`config.mk`:
```
export PLATFORM = sky130hd
export DESIGN_NAME = length_prefixed_request_deframer
export DESIGN_NICKNAME = d
export VERILOG_FILES = /design/src/hdl/ldrd_pkg.sv /design/src/hdl/ldrd_front.sv /design/src/hdl/ldrd_queue.sv /design/src/hdl/ldrd_engine.sv /design/src/hdl/length_prefixed_request_deframer.sv
export SDC_FILE = /design/constraint.sdc
export NUM_CORES = 1
export LEC_CHECK = 0
export BUFFER_PORTS_ARGS = -buffer_cell sky130_fd_sc_hd__buf_2
export CAP_MARGIN = 20
export CORE_UTILIZATION = 40
export DETAILED_ROUTE_END_ITERATION = 8
export PLACE_DENSITY = 0.58
export SYNTH_ARGS = -nofsm -noshare
export SYNTH_HDL_FRONTEND = slang
export SYNTH_HIERARCHICAL = 1
export SYNTH_SLANG_ARGS = --single-unit
```
`constraint.sdc`:
```
create_clock -name clk -period 17.8 [get_ports clk]
set_clock_uncertainty 0.2 [all_clocks]
set_input_delay 3.56 -clock clk [delete_from_list [all_inputs] [get_ports clk]]
set_output_delay 3.56 -clock clk [all_outputs]
set_load 0.005 [all_outputs]
```
`src/hdl/ldrd_pkg.sv`:
```
package ldrd_pkg;

  // Frame and field limits.
  localparam int MAX_MSG   = 4096;
  localparam int LEN_W     = 13;
  localparam int IDX_W     = 12;
  localparam int HDR_W     = 32;
  localparam logic [LEN_W-1:0] CFG_RESET = 13'd4096;

  // Opcodes carried on the input tuser.
  localparam logic [1:0] OP_DATA = 2'd0;
  localparam logic [1:0] OP_NEW  = 2'd1;
  localparam logic [1:0] OP_EOS  = 2'd2;

  // Queue between the front and the engine.
  localparam int QUEUE_DEPTH = 2;
  localparam int QPTR_W      = $clog2(QUEUE_DEPTH);
  localparam int QCNT_W      = $clog2(QUEUE_DEPTH + 1);

  // Output tdata layout.
  localparam int TDATA_W   = 40;
  localparam int BYTE_LSB  = 0;
  localparam int IDX_LSB   = 8;
  localparam int STAT_LSB  = 20;
  localparam int TOTAL_LSB = 23;
  localparam int TPAD_W    = TDATA_W - TOTAL_LSB - LEN_W;
  localparam int USER_HAS  = 0;
  localparam int USER_END  = 1;

  typedef enum logic [1:0] {
    K_DATA,
    K_NEW,
    K_EOS
  } kind_t;

  typedef enum logic [2:0] {
    PH_LEN,
    PH_COUNT,
    PH_FLEN,
    PH_DATA
  } phase_t;

  typedef enum logic [2:0] {
    ST_OK,
    ST_LONG,
    ST_BAD,
    ST_TRUNC,
    ST_END
  } status_t;

  typedef struct packed {
    kind_t      kind;
    logic [7:0] data;
  } item_t;

  typedef struct packed {
    logic             has_byte;
    logic [7:0]       data_byte;
    logic [IDX_W-1:0] field_index;
    logic             field_last;
    logic             frame_end;
    status_t          status;
    logic [LEN_W-1:0] field_total;
  } result_t;

endpackage

```
`src/hdl/ldrd_front.sv`:
```
module ldrd_front (
  input  logic          s_axis_tvalid,
  output logic          s_axis_tready,
  input  logic [7:0]    s_axis_tdata,   // in_byte[7:0]
  input  logic [1:0]    s_axis_tuser,   // opcode[1:0]
  input  logic          q_ready,
  output logic          q_push,
  output ldrd_pkg::item_t q_item
);
  import ldrd_pkg::*;

  logic known;

  // Sort the opcode into a kind; the unused code is taken and dropped here.
  always_comb begin
    known       = 1'b1;
    q_item.data = s_axis_tdata;
    case (s_axis_tuser)
      OP_DATA: q_item.kind = K_DATA;
      OP_NEW:  q_item.kind = K_NEW;
      OP_EOS:  q_item.kind = K_EOS;
      default: begin
        q_item.kind = K_DATA;
        known       = 1'b0;
      end
    endcase
  end

  assign s_axis_tready = q_ready;
  assign q_push        = s_axis_tvalid && q_ready && known;

endmodule

```
`src/hdl/ldrd_queue.sv`:
```
module ldrd_queue (
  input  logic            clk,
  input  logic            rst,
  input  logic            push,
  input  ldrd_pkg::item_t push_item,
  output logic            ready,
  output logic            valid,
  output ldrd_pkg::item_t pop_item,
  input  logic            pop
);
  import ldrd_pkg::*;

  item_t             entries [QUEUE_DEPTH];
  logic [QPTR_W-1:0] wr_ptr;
  logic [QPTR_W-1:0] rd_ptr;
  logic [QCNT_W-1:0] count;

  assign ready    = count != QCNT_W'(QUEUE_DEPTH);
  assign valid    = count != '0;
  assign pop_item = entries[rd_ptr];

  always_ff @(posedge clk) begin
    if (push) begin
      entries[wr_ptr] <= push_item;
    end
  end

  always_ff @(posedge clk) begin
    if (rst) begin
      wr_ptr <= '0;
      rd_ptr <= '0;
      count  <= '0;
    end else begin
      if (push) begin
        wr_ptr <= (wr_ptr == QPTR_W'(QUEUE_DEPTH - 1)) ? '0 : wr_ptr + 1'b1;
      end
      if (pop) begin
        rd_ptr <= (rd_ptr == QPTR_W'(QUEUE_DEPTH - 1)) ? '0 : rd_ptr + 1'b1;
      end
      if (push && !pop) begin
        count <= count + 1'b1;
      end else if (pop && !push) begin
        count <= count - 1'b1;
      end
    end
  end

endmodule

```
`src/hdl/ldrd_engine.sv`:
```
module ldrd_engine (
  input  logic                      clk,
  input  logic                      rst,
  input  logic [ldrd_pkg::LEN_W-1:0] cfg_max,
  input  logic                      q_valid,
  input  ldrd_pkg::item_t           q_item,
  output logic                      q_pop,
  output logic                      m_valid,
  input  logic                      m_ready,
  output ldrd_pkg::result_t         m_res
);
  import ldrd_pkg::*;

  phase_t           phase, phase_next;
  logic [HDR_W-1:0] hdr_shift, hdr_shift_next;
  logic [1:0]       hdr_cnt, hdr_cnt_next;
  logic [LEN_W-1:0] frame_length, frame_length_next;
  logic [LEN_W-1:0] body_position, body_position_next;
  logic [LEN_W-1:0] fields_remaining, fields_remaining_next;
  logic [LEN_W-1:0] field_bytes_left, field_bytes_left_next;
  logic [LEN_W-1:0] current_field, current_field_next;
  logic             closed, closed_next;

  logic             fire, live_data, live_eos;
  logic [LEN_W-1:0] lim, bp_inc, rem;
  logic [HDR_W-1:0] hdr_word;
  logic             hdr_done, at_end, rem_lt4, last_field, byte_last;
  logic             word_gt_lim, word_lt4, word_zero, word_gt_rem, finish;
  logic             res_valid;
  result_t          res;

  assign fire      = q_valid && (!m_valid || m_ready);
  assign q_pop     = fire;
  assign live_data = fire && !closed && q_item.kind == K_DATA;
  assign live_eos  = fire && !closed && q_item.kind == K_EOS;

  assign lim         = (cfg_max > LEN_W'(MAX_MSG)) ? LEN_W'(MAX_MSG) : cfg_max;
  assign hdr_word    = hdr_shift | ({24'd0, q_item.data} << {hdr_cnt, 3'b000});
  assign hdr_done    = hdr_cnt == 2'd3;
  assign bp_inc      = body_position + 1'b1;
  assign rem         = frame_length - bp_inc;
  assign at_end      = bp_inc == frame_length;
  assign rem_lt4     = rem < LEN_W'(4);
  assign last_field  = fields_remaining == LEN_W'(1);
  assign byte_last   = field_bytes_left == LEN_W'(1);
  assign word_gt_lim = hdr_word > HDR_W'(lim);
  assign word_lt4    = hdr_word < HDR_W'(4);
  assign word_zero   = hdr_word == '0;
  assign word_gt_rem = hdr_word > HDR_W'(rem);

  // A field completes on its last payload byte, or at once for an empty field.
  assign finish = (phase == PH_DATA && byte_last) ||
                  (phase == PH_FLEN && hdr_done && !word_gt_rem && word_zero);

  always_comb begin
    phase_next            = phase;
    hdr_shift_next        = hdr_shift;
    hdr_cnt_next          = hdr_cnt;
    frame_length_next     = frame_length;
    body_position_next    = body_position;
    fields_remaining_next = fields_remaining;
    field_bytes_left_next = field_bytes_left;
    current_field_next    = current_field;
    closed_next           = closed;
    if (fire && q_item.kind == K_NEW) begin
      phase_next            = PH_LEN;
      hdr_shift_next        = '0;
      hdr_cnt_next          = '0;
      frame_length_next     = '0;
      body_position_next    = '0;
      fields_remaining_next = '0;
      field_bytes_left_next = '0;
      current_field_next    = '0;
      closed_next           = 1'b0;
    end else if (live_eos) begin
      closed_next = 1'b1;
    end else if (live_data) begin
      if (phase == PH_DATA) begin
        body_position_next    = bp_inc;
        field_bytes_left_next = field_bytes_left - 1'b1;
      end else if (!hdr_done) begin
        hdr_shift_next = hdr_word;
        hdr_cnt_next   = hdr_cnt + 1'b1;
        if (phase != PH_LEN) begin
          body_position_next = bp_inc;
        end
      end else begin
        hdr_shift_next = '0;
        hdr_cnt_next   = '0;
        case (phase)
          PH_LEN: begin
            if (word_gt_lim || word_lt4) begin
              closed_next = 1'b1;
            end else begin
              frame_length_next  = hdr_word[LEN_W-1:0];
              body_position_next = '0;
              phase_next         = PH_COUNT;
            end
          end
          PH_COUNT: begin
            body_position_next = bp_inc;
            if (word_gt_lim) begin
              closed_next = 1'b1;
            end else begin
              fields_remaining_next = hdr_word[LEN_W-1:0];
              current_field_next    = '0;
              if (word_zero) begin
                if (at_end) begin
                  phase_next         = PH_LEN;
                  body_position_next = '0;
                  frame_length_next  = '0;
                end else begin
                  closed_next = 1'b1;
                end
              end else if (rem_lt4) begin
                closed_next = 1'b1;
              end else begin
                phase_next = PH_FLEN;
              end
            end
          end
          PH_FLEN: begin
            body_position_next = bp_inc;
            if (word_gt_rem) begin
              closed_next = 1'b1;
            end else begin
              field_bytes_left_next = hdr_word[LEN_W-1:0];
              if (!word_zero) begin
                phase_next = PH_DATA;
              end
            end
          end
          default: begin
          end
        endcase
      end
      if (finish) begin
        current_field_next    = current_field + 1'b1;
        fields_remaining_next = fields_remaining - 1'b1;
        if (last_field) begin
          if (at_end) begin
            phase_next         = PH_LEN;
            body_position_next = '0;
            frame_length_next  = '0;
            current_field_next = '0;
          end else begin
            closed_next = 1'b1;
          end
        end else if (rem_lt4) begin
          closed_next = 1'b1;
        end else begin
          phase_next = PH_FLEN;
        end
      end
    end
  end

  always_comb begin
    res_valid       = 1'b0;
    res             = '0;
    res.field_index = current_field[IDX_W-1:0];
    if (live_eos) begin
      res_valid     = 1'b1;
      res.frame_end = 1'b1;
      res.status    = (phase == PH_LEN && hdr_cnt == 2'd0) ? ST_END : ST_TRUNC;
    end else if (live_data) begin
      if (phase == PH_DATA && !byte_last) begin
        res_valid     = 1'b1;
        res.has_byte  = 1'b1;
        res.data_byte = q_item.data;
      end else if (phase != PH_DATA && hdr_done) begin
        case (phase)
          PH_LEN: begin
            if (word_gt_lim || word_lt4) begin
              res_valid     = 1'b1;
              res.frame_end = 1'b1;
              res.status    = word_gt_lim ? ST_LONG : ST_BAD;
            end
          end
          PH_COUNT: begin
            if (word_gt_lim || rem_lt4 || word_zero) begin
              res_valid     = 1'b1;
              res.frame_end = 1'b1;
              res.status    = (!word_gt_lim && word_zero && at_end) ? ST_OK : ST_BAD;
            end
          end
          PH_FLEN: begin
            if (word_gt_rem) begin
              res_valid     = 1'b1;
              res.frame_end = 1'b1;
              res.status    = ST_BAD;
            end
          end
          default: begin
          end
        endcase
      end
      if (finish) begin
        res_valid      = 1'b1;
        res.has_byte   = phase == PH_DATA;
        res.data_byte  = (phase == PH_DATA) ? q_item.data : 8'd0;
        res.field_last = 1'b1;
        res.frame_end  = 1'b0;
        res.status     = ST_OK;
        if (last_field) begin
          res.frame_end = 1'b1;
          if (at_end) begin
            res.field_total = current_field + 1'b1;
          end else begin
            res.status = ST_BAD;
          end
        end else if (rem_lt4) begin
          res.frame_end = 1'b1;
          res.status    = ST_BAD;
        end
      end
    end
  end

  always_ff @(posedge clk) begin
    if (rst) begin
      phase            <= PH_LEN;
      hdr_shift        <= '0;
      hdr_cnt          <= '0;
      frame_length     <= '0;
      body_position    <= '0;
      fields_remaining <= '0;
      field_bytes_left <= '0;
      current_field    <= '0;
      closed           <= 1'b0;
      m_valid          <= 1'b0;
    end else begin
      phase            <= phase_next;
      hdr_shift        <= hdr_shift_next;
      hdr_cnt          <= hdr_cnt_next;
      frame_length     <= frame_length_next;
      body_position    <= body_position_next;
      fields_remaining <= fields_remaining_next;
      field_bytes_left <= field_bytes_left_next;
      current_field    <= current_field_next;
      closed           <= closed_next;
      if (fire && res_valid) begin
        m_valid <= 1'b1;
      end else if (m_ready) begin
        m_valid <= 1'b0;
      end
    end
  end

  always_ff @(posedge clk) begin
    if (fire && res_valid) begin
      m_res <= res;
    end
  end

endmodule

```
`src/hdl/length_prefixed_request_deframer.sv`:
```
// Length-prefixed request deframer.
// The input stream carries one transaction per received byte: tdata holds the
// byte and tuser the opcode (data byte, new connection, end of stream). Each
// frame is a 4-byte little-endian length, then a body made of a 4-byte field
// count and that many fields, each a 4-byte length followed by its payload.
// The output stream gives payload bytes as they arrive, tagged with their field
// index, and marks field completion on tlast; a frame-end flag in tuser comes
// with a status at the end of each frame, on every error and at end of stream.
// After an error or end of stream all input but a new connection is dropped.
// The configuration channel writes the largest accepted frame length and
// field count; the value in use is capped at 4096.
// Throughput is one byte per clock while the receiver takes the output: the
// engine updates its frame state once per byte. A two-entry queue sits between
// the input front and the engine, and the engine drives a one-deep output
// register, so each byte is held first in a queue entry and its result then in
// the output register before m_axis_tvalid rises. When the receiver stalls, the
// engine holds, the queue takes at most two more bytes and s_axis_tready then
// drops. Reset clears the frame state, opens the stream, empties the queue and
// the output register, and restores the limit to 4096.
module length_prefixed_request_deframer (
  input  logic                              clk,
  input  logic                              rst,
  input  logic                              s_axis_tvalid,
  output logic                              s_axis_tready,
  input  logic [7:0]                        s_axis_tdata,  // in_byte[7:0]
  input  logic [1:0]                        s_axis_tuser,  // opcode[1:0]
  output logic                              m_axis_tvalid,
  input  logic                              m_axis_tready,
  // data_byte[7:0], field_index[19:8], status[22:20], field_total[35:23], zero pad
  output logic [ldrd_pkg::TDATA_W-1:0]      m_axis_tdata,
  output logic                              m_axis_tlast,  // field_last
  output logic [1:0]                        m_axis_tuser,  // has_byte[0], frame_end[1]
  input  logic                              cfg_valid,
  output logic                              cfg_ready,
  input  logic [ldrd_pkg::LEN_W-1:0]        cfg_data       // max_message_length
);
  import ldrd_pkg::*;

  logic [LEN_W-1:0] max_message_length;
  logic             q_ready, q_push, q_valid, q_pop;
  item_t            push_item, pop_item;
  result_t          m_res;

  // The limit register is always ready; the user must write it only while idle, as the block does not enforce this.
  assign cfg_ready = 1'b1;

  always_ff @(posedge clk) begin
    if (rst) begin
      max_message_length <= CFG_RESET;
    end else if (cfg_valid) begin
      max_message_length <= cfg_data;
    end
  end

  ldrd_front u_front (
    .s_axis_tvalid (s_axis_tvalid),
    .s_axis_tready (s_axis_tready),
    .s_axis_tdata  (s_axis_tdata),
    .s_axis_tuser  (s_axis_tuser),
    .q_ready       (q_ready),
    .q_push        (q_push),
    .q_item        (push_item)
  );

  ldrd_queue u_queue (
    .clk       (clk),
    .rst       (rst),
    .push      (q_push),
    .push_item (push_item),
    .ready     (q_ready),
    .valid     (q_valid),
    .pop_item  (pop_item),
    .pop       (q_pop)
  );

  ldrd_engine u_engine (
    .clk     (clk),
    .rst     (rst),
    .cfg_max (max_message_length),
    .q_valid (q_valid),
    .q_item  (pop_item),
    .q_pop   (q_pop),
    .m_valid (m_axis_tvalid),
    .m_ready (m_axis_tready),
    .m_res   (m_res)
  );

  // Pack the result into the stream fields.
  assign m_axis_tdata = {TPAD_W'(0), m_res.field_total, m_res.status,
                         m_res.field_index, m_res.data_byte};
  assign m_axis_tlast = m_res.field_last;
  assign m_axis_tuser = {m_res.frame_end, m_res.has_byte};

endmodule

```
==> impl_metrics.json <==
{
  "hold_viol_final": 0,
  "rrSetupSlack_ps": 10940,
  "crit_start": "u_engine/body_position[0]$_SDFFE_PP0P_",
  "grt_pass1_vias": 8165,
  "synth_top_family_by_area": "compound AO/OA/AOI/OAI gates",
  "peakVddDrop_uv": 79.3,
  "syn_area_mm2": 0.0101,
  "cts_buffer_depth": 2,
  "synth_top_area_share_pct": 24.2,
  "grt_setup_unrepaired": "false",
  "avgSynthCellArea_um2": 8.68,
  "overflow": 0,
  "path_max_fanout": 38,
  "max_stage_delay_ps": 690,
  "ant_nets": 0,
  "worstReg2RegStart": "u_engine/body_position[0]$_SDFFE_PP0P_",
  "drive_gt1_share_pct": 11.5,
  "slew_headroom_pct": 26.4,
  "vias_per_cell": 5.77,
  "grt_usage_pct": 21.8,
  "wirelength_mm": 28.1,
  "via_count": 8832,
  "yosys_warnings": 6,
  "worst_path_max_delay_cell": "o41ai_1",
  "synth_xor_area_share_pct": 3.13,
  "path_buf_inv": 3,
  "first_iter_violations": 804,
  "cts_sinks": 181,
  "synth_edf_count": 59,
  "cp-endpoint": "u_engine/m_res[1]$_SDFFCE_PP0P_",
  "synth-simple-area-share_pct": 20.8,
  "yosysTopAreaCell": "dfxtp_1",
  "max_cap_violations": 0,
  "ios": 74,
  "slew_viol_final": 0,
  "ys.flop_type": "dfxtp_1",
  "path_cells": "ha_1, nand3_1, inv_1, nand3_1, xor2_1, ha_1, or2_2, a2111oi_0, a211o_1, o311ai_0, mux2i_1, a2111oi_2, ha_1, nand2_1, nor2_1, nand2_1, nor4b_1, nor2_1, a31oi_1, o22ai_1, o41ai_1, inv_1, buf_4",
  "synth_cells": 1162,
  "setup_ws_ps": 10940,
  "holdWs_ps": 275,
  "regArea_mm2": 0.00421,
  "end_kind": "register",
  "tns_ps": 0,
  "post-cts-setup-buffer-count": 0,
  "root_buffer": "clkbuf_16",
  "r2r_cells": 23,
  "synth-compound-area-share_pct": 20.9,
  "dp_hpwl_mm": 19.9,
  "worstHoldStart": "u_engine/hdr_shift[31]$_SDFFE_PP0P_",
  "cts_resized": 0,
  "finalCritPeriodShare_pct": 38.5,
  "die-area_mm2": 0.0258,
  "die_w_um": 161,
  "pre_cts_ws_ps": 10980,
  "multi_input_area_mm2": 0.00539,
  "path_depth": 23,
  "synth_cell_type_count": 80,
  "synthArstFlopShare_pct": 0,
  "critPathTopFamily": "compound AO/OA/AOI/OAI gates",
  "outcome": "finished, final reports clean",
  "synthTopCellsByArea": "dfxtp_1 24%, edfxtp_1 18%, nor2_1 5.8%",
  "setup_violations": 0,
  "port_buffers": 68,
  "fp.dieH_um": 161,
  "layout.nets": 1268,
  "finalCriticalPeriod_ps": 6860,
  "power.density_mw_per_mm2": 106,
  "cts_tree": "built",
  "clkLatencyLatePin_ps": 440,
  "synth_fa_ha_area_share_pct": 5.86,
  "power_mw": 1.19,
  "leakagePower_nw": 4.30,
  "yosysSeqAreaShare_pct": 41.8,
  "crit_top_cell": "ha_1",
  "drc": 0,
  "ctsHoldBuffers": 0,
  "muxShareOfSynthArea_pct": 2.41,
  "cp_data_required_time_ps": 17730,
  "clkTransAtPathRegs_ps": 80,
  "antenna_found_initial": 0,
  "cts_max_level": 4,
  "rows": 57,
  "grt_pass1_wl_mm": 44.3,
  "area_delta_synth_final_pct": 11.3,
  "critPathKind": "register to register",
  "crit_arrival_ps": 6800,
  "first_pass_iters": 5,
  "start_util_pct": 41.1,
  "numCtsBuffers": 17,
  "wl_per_cell_um": 18.3,
  "setup.worst_path.start_class": "register",
  "diodes": 0,
  "place.gp.congestion": 0.945,
  "core_mm2": 0.0245,
  "rr_endpoint": "u_engine/m_res[1]$_SDFFCE_PP0P_",
  "ys_ff_latch": 181,
  "hold_class": "register to register",
  "clock.fmax_mhz": 146,
  "grt_max_degree": 39,
  "nFillCells": 2449,
  "worst_pin_slew_ps": 1090
}
## worst min-delay path, delay by kind of cell (launching register included)
family          cells  cell delay [ps]
compound gates      1               40
flops               1              330
simple gates        1               70
## synthesized netlist by cell type (all sizes together), types with 11 or more instances
cell,instances
a211oi,11
a21o,16
a21oi,88
a22oi,19
a31oi,19
and3,20
buf,27
clkbuf,38
dfxtp,122
edfxtp,59
ha,44
inv,45
mux2i,13
nand2,95
nand2b,12
nand3,28
nand4,14
nor2,155
nor2b,11
nor3,48
o211ai,12
o21ai,66
o22ai,13
or2,11
or3,14
xnor2,21
xor2,15
## layer usage
metal	wire, µm	track usage (%)	share of wire, %
met5	0	0	0
met4	554	6.73	2.0
met3	1730	2.89	6.1
met2	12700	34.1	45
met1	13100	31.2	47
## how the worst min path moves through the flow
stage          slack (ps)  depth (start not counted)                                   endpoint
6_report              280                          2        u_engine/hdr_shift[31]$_SDFFE_PP0P_
5_1_grt               300                          2        u_engine/hdr_shift[31]$_SDFFE_PP0P_
4_1_cts               270                          2  u_engine/field_bytes_left[7]$_SDFFE_PP0P_
3_5_place_dp          260                          2  u_engine/field_bytes_left[7]$_SDFFE_PP0P_
3_3_place_gp          250                          2        u_engine/hdr_shift[24]$_SDFFE_PP0P_
2_1_floorplan         230                          0               u_engine/m_res[29]$_DFFE_PP_
## sequential cells by signal, indices dropped and copies added (netlist names), named ones only
| register | count |
|---|---|
| u_engine/closed | 1 |
| u_queue/wr_ptr | 1 |
| u_engine/body_position | 13 |
| u_engine/current_field | 13 |
| u_engine/m_res | 39 |
| u_engine/m_valid | 1 |
| max_message_length | 13 |
| u_engine/field_bytes_left | 13 |
| u_engine/hdr_cnt | 2 |
| u_engine/phase | 3 |
| u_queue/rd_ptr | 1 |
| u_engine/frame_length | 13 |
| u_queue/entries | 20 |
| u_queue/count | 2 |
| u_engine/fields_remaining | 13 |
| u_engine/hdr_shift | 32 |
## layout by cell type, fill, tap and decap left out, drive strengths merged, types with 44 or more instances in the layout
cell type and count:
nor2 155, edfxtp 59, o21ai 66, buf 76, ha 44, nor3 48
nand2 95, dfxtp 122, inv 56, a21oi 88
## stage by stage
step / std cells / util [%] / instance area (µm²)
finish: 1532 / 45.8 / 11200
CTS: 1531 / 45.7 / 11200
floorplan: 1165 / - / 10100
global route: 1532 / 45.8 / 11200
detailed placement: 1499 / 43.1 / 10600
global placement: 1499 / 43.1 / 10600
## cell type report
type                    count  share of cell area (%)
clock buffers              17                    3.79
clock inverters            15                    2.01
inverters                  45                    1.50
multi-input cells         874                    48.0
flip-flops and latches    181                    37.5
well taps                 324                    3.61
repair buffers             76                    3.57
## report_power, final
part | switching [mW] | internal, mW | total [mW]
Sequential | 0.0150 | 0.460 | 0.475
Clock | 0.210 | 0.201 | 0.411
Combinational | 0.218 | 0.0882 | 0.306
Total | 0.443 | 0.749 | 1.19
## cells by family after synthesis
logic type	Yosys count
AND/OR/NAND/NOR	441
multiplexers	23
XOR/XNOR	36
other	2
AO/OA/AOI/OAI	322
adder cells (fa/ha/maj)	47
buffers and inverters	110
flip-flops	181
No activity file was read; power rests on OpenSTA's default activity.
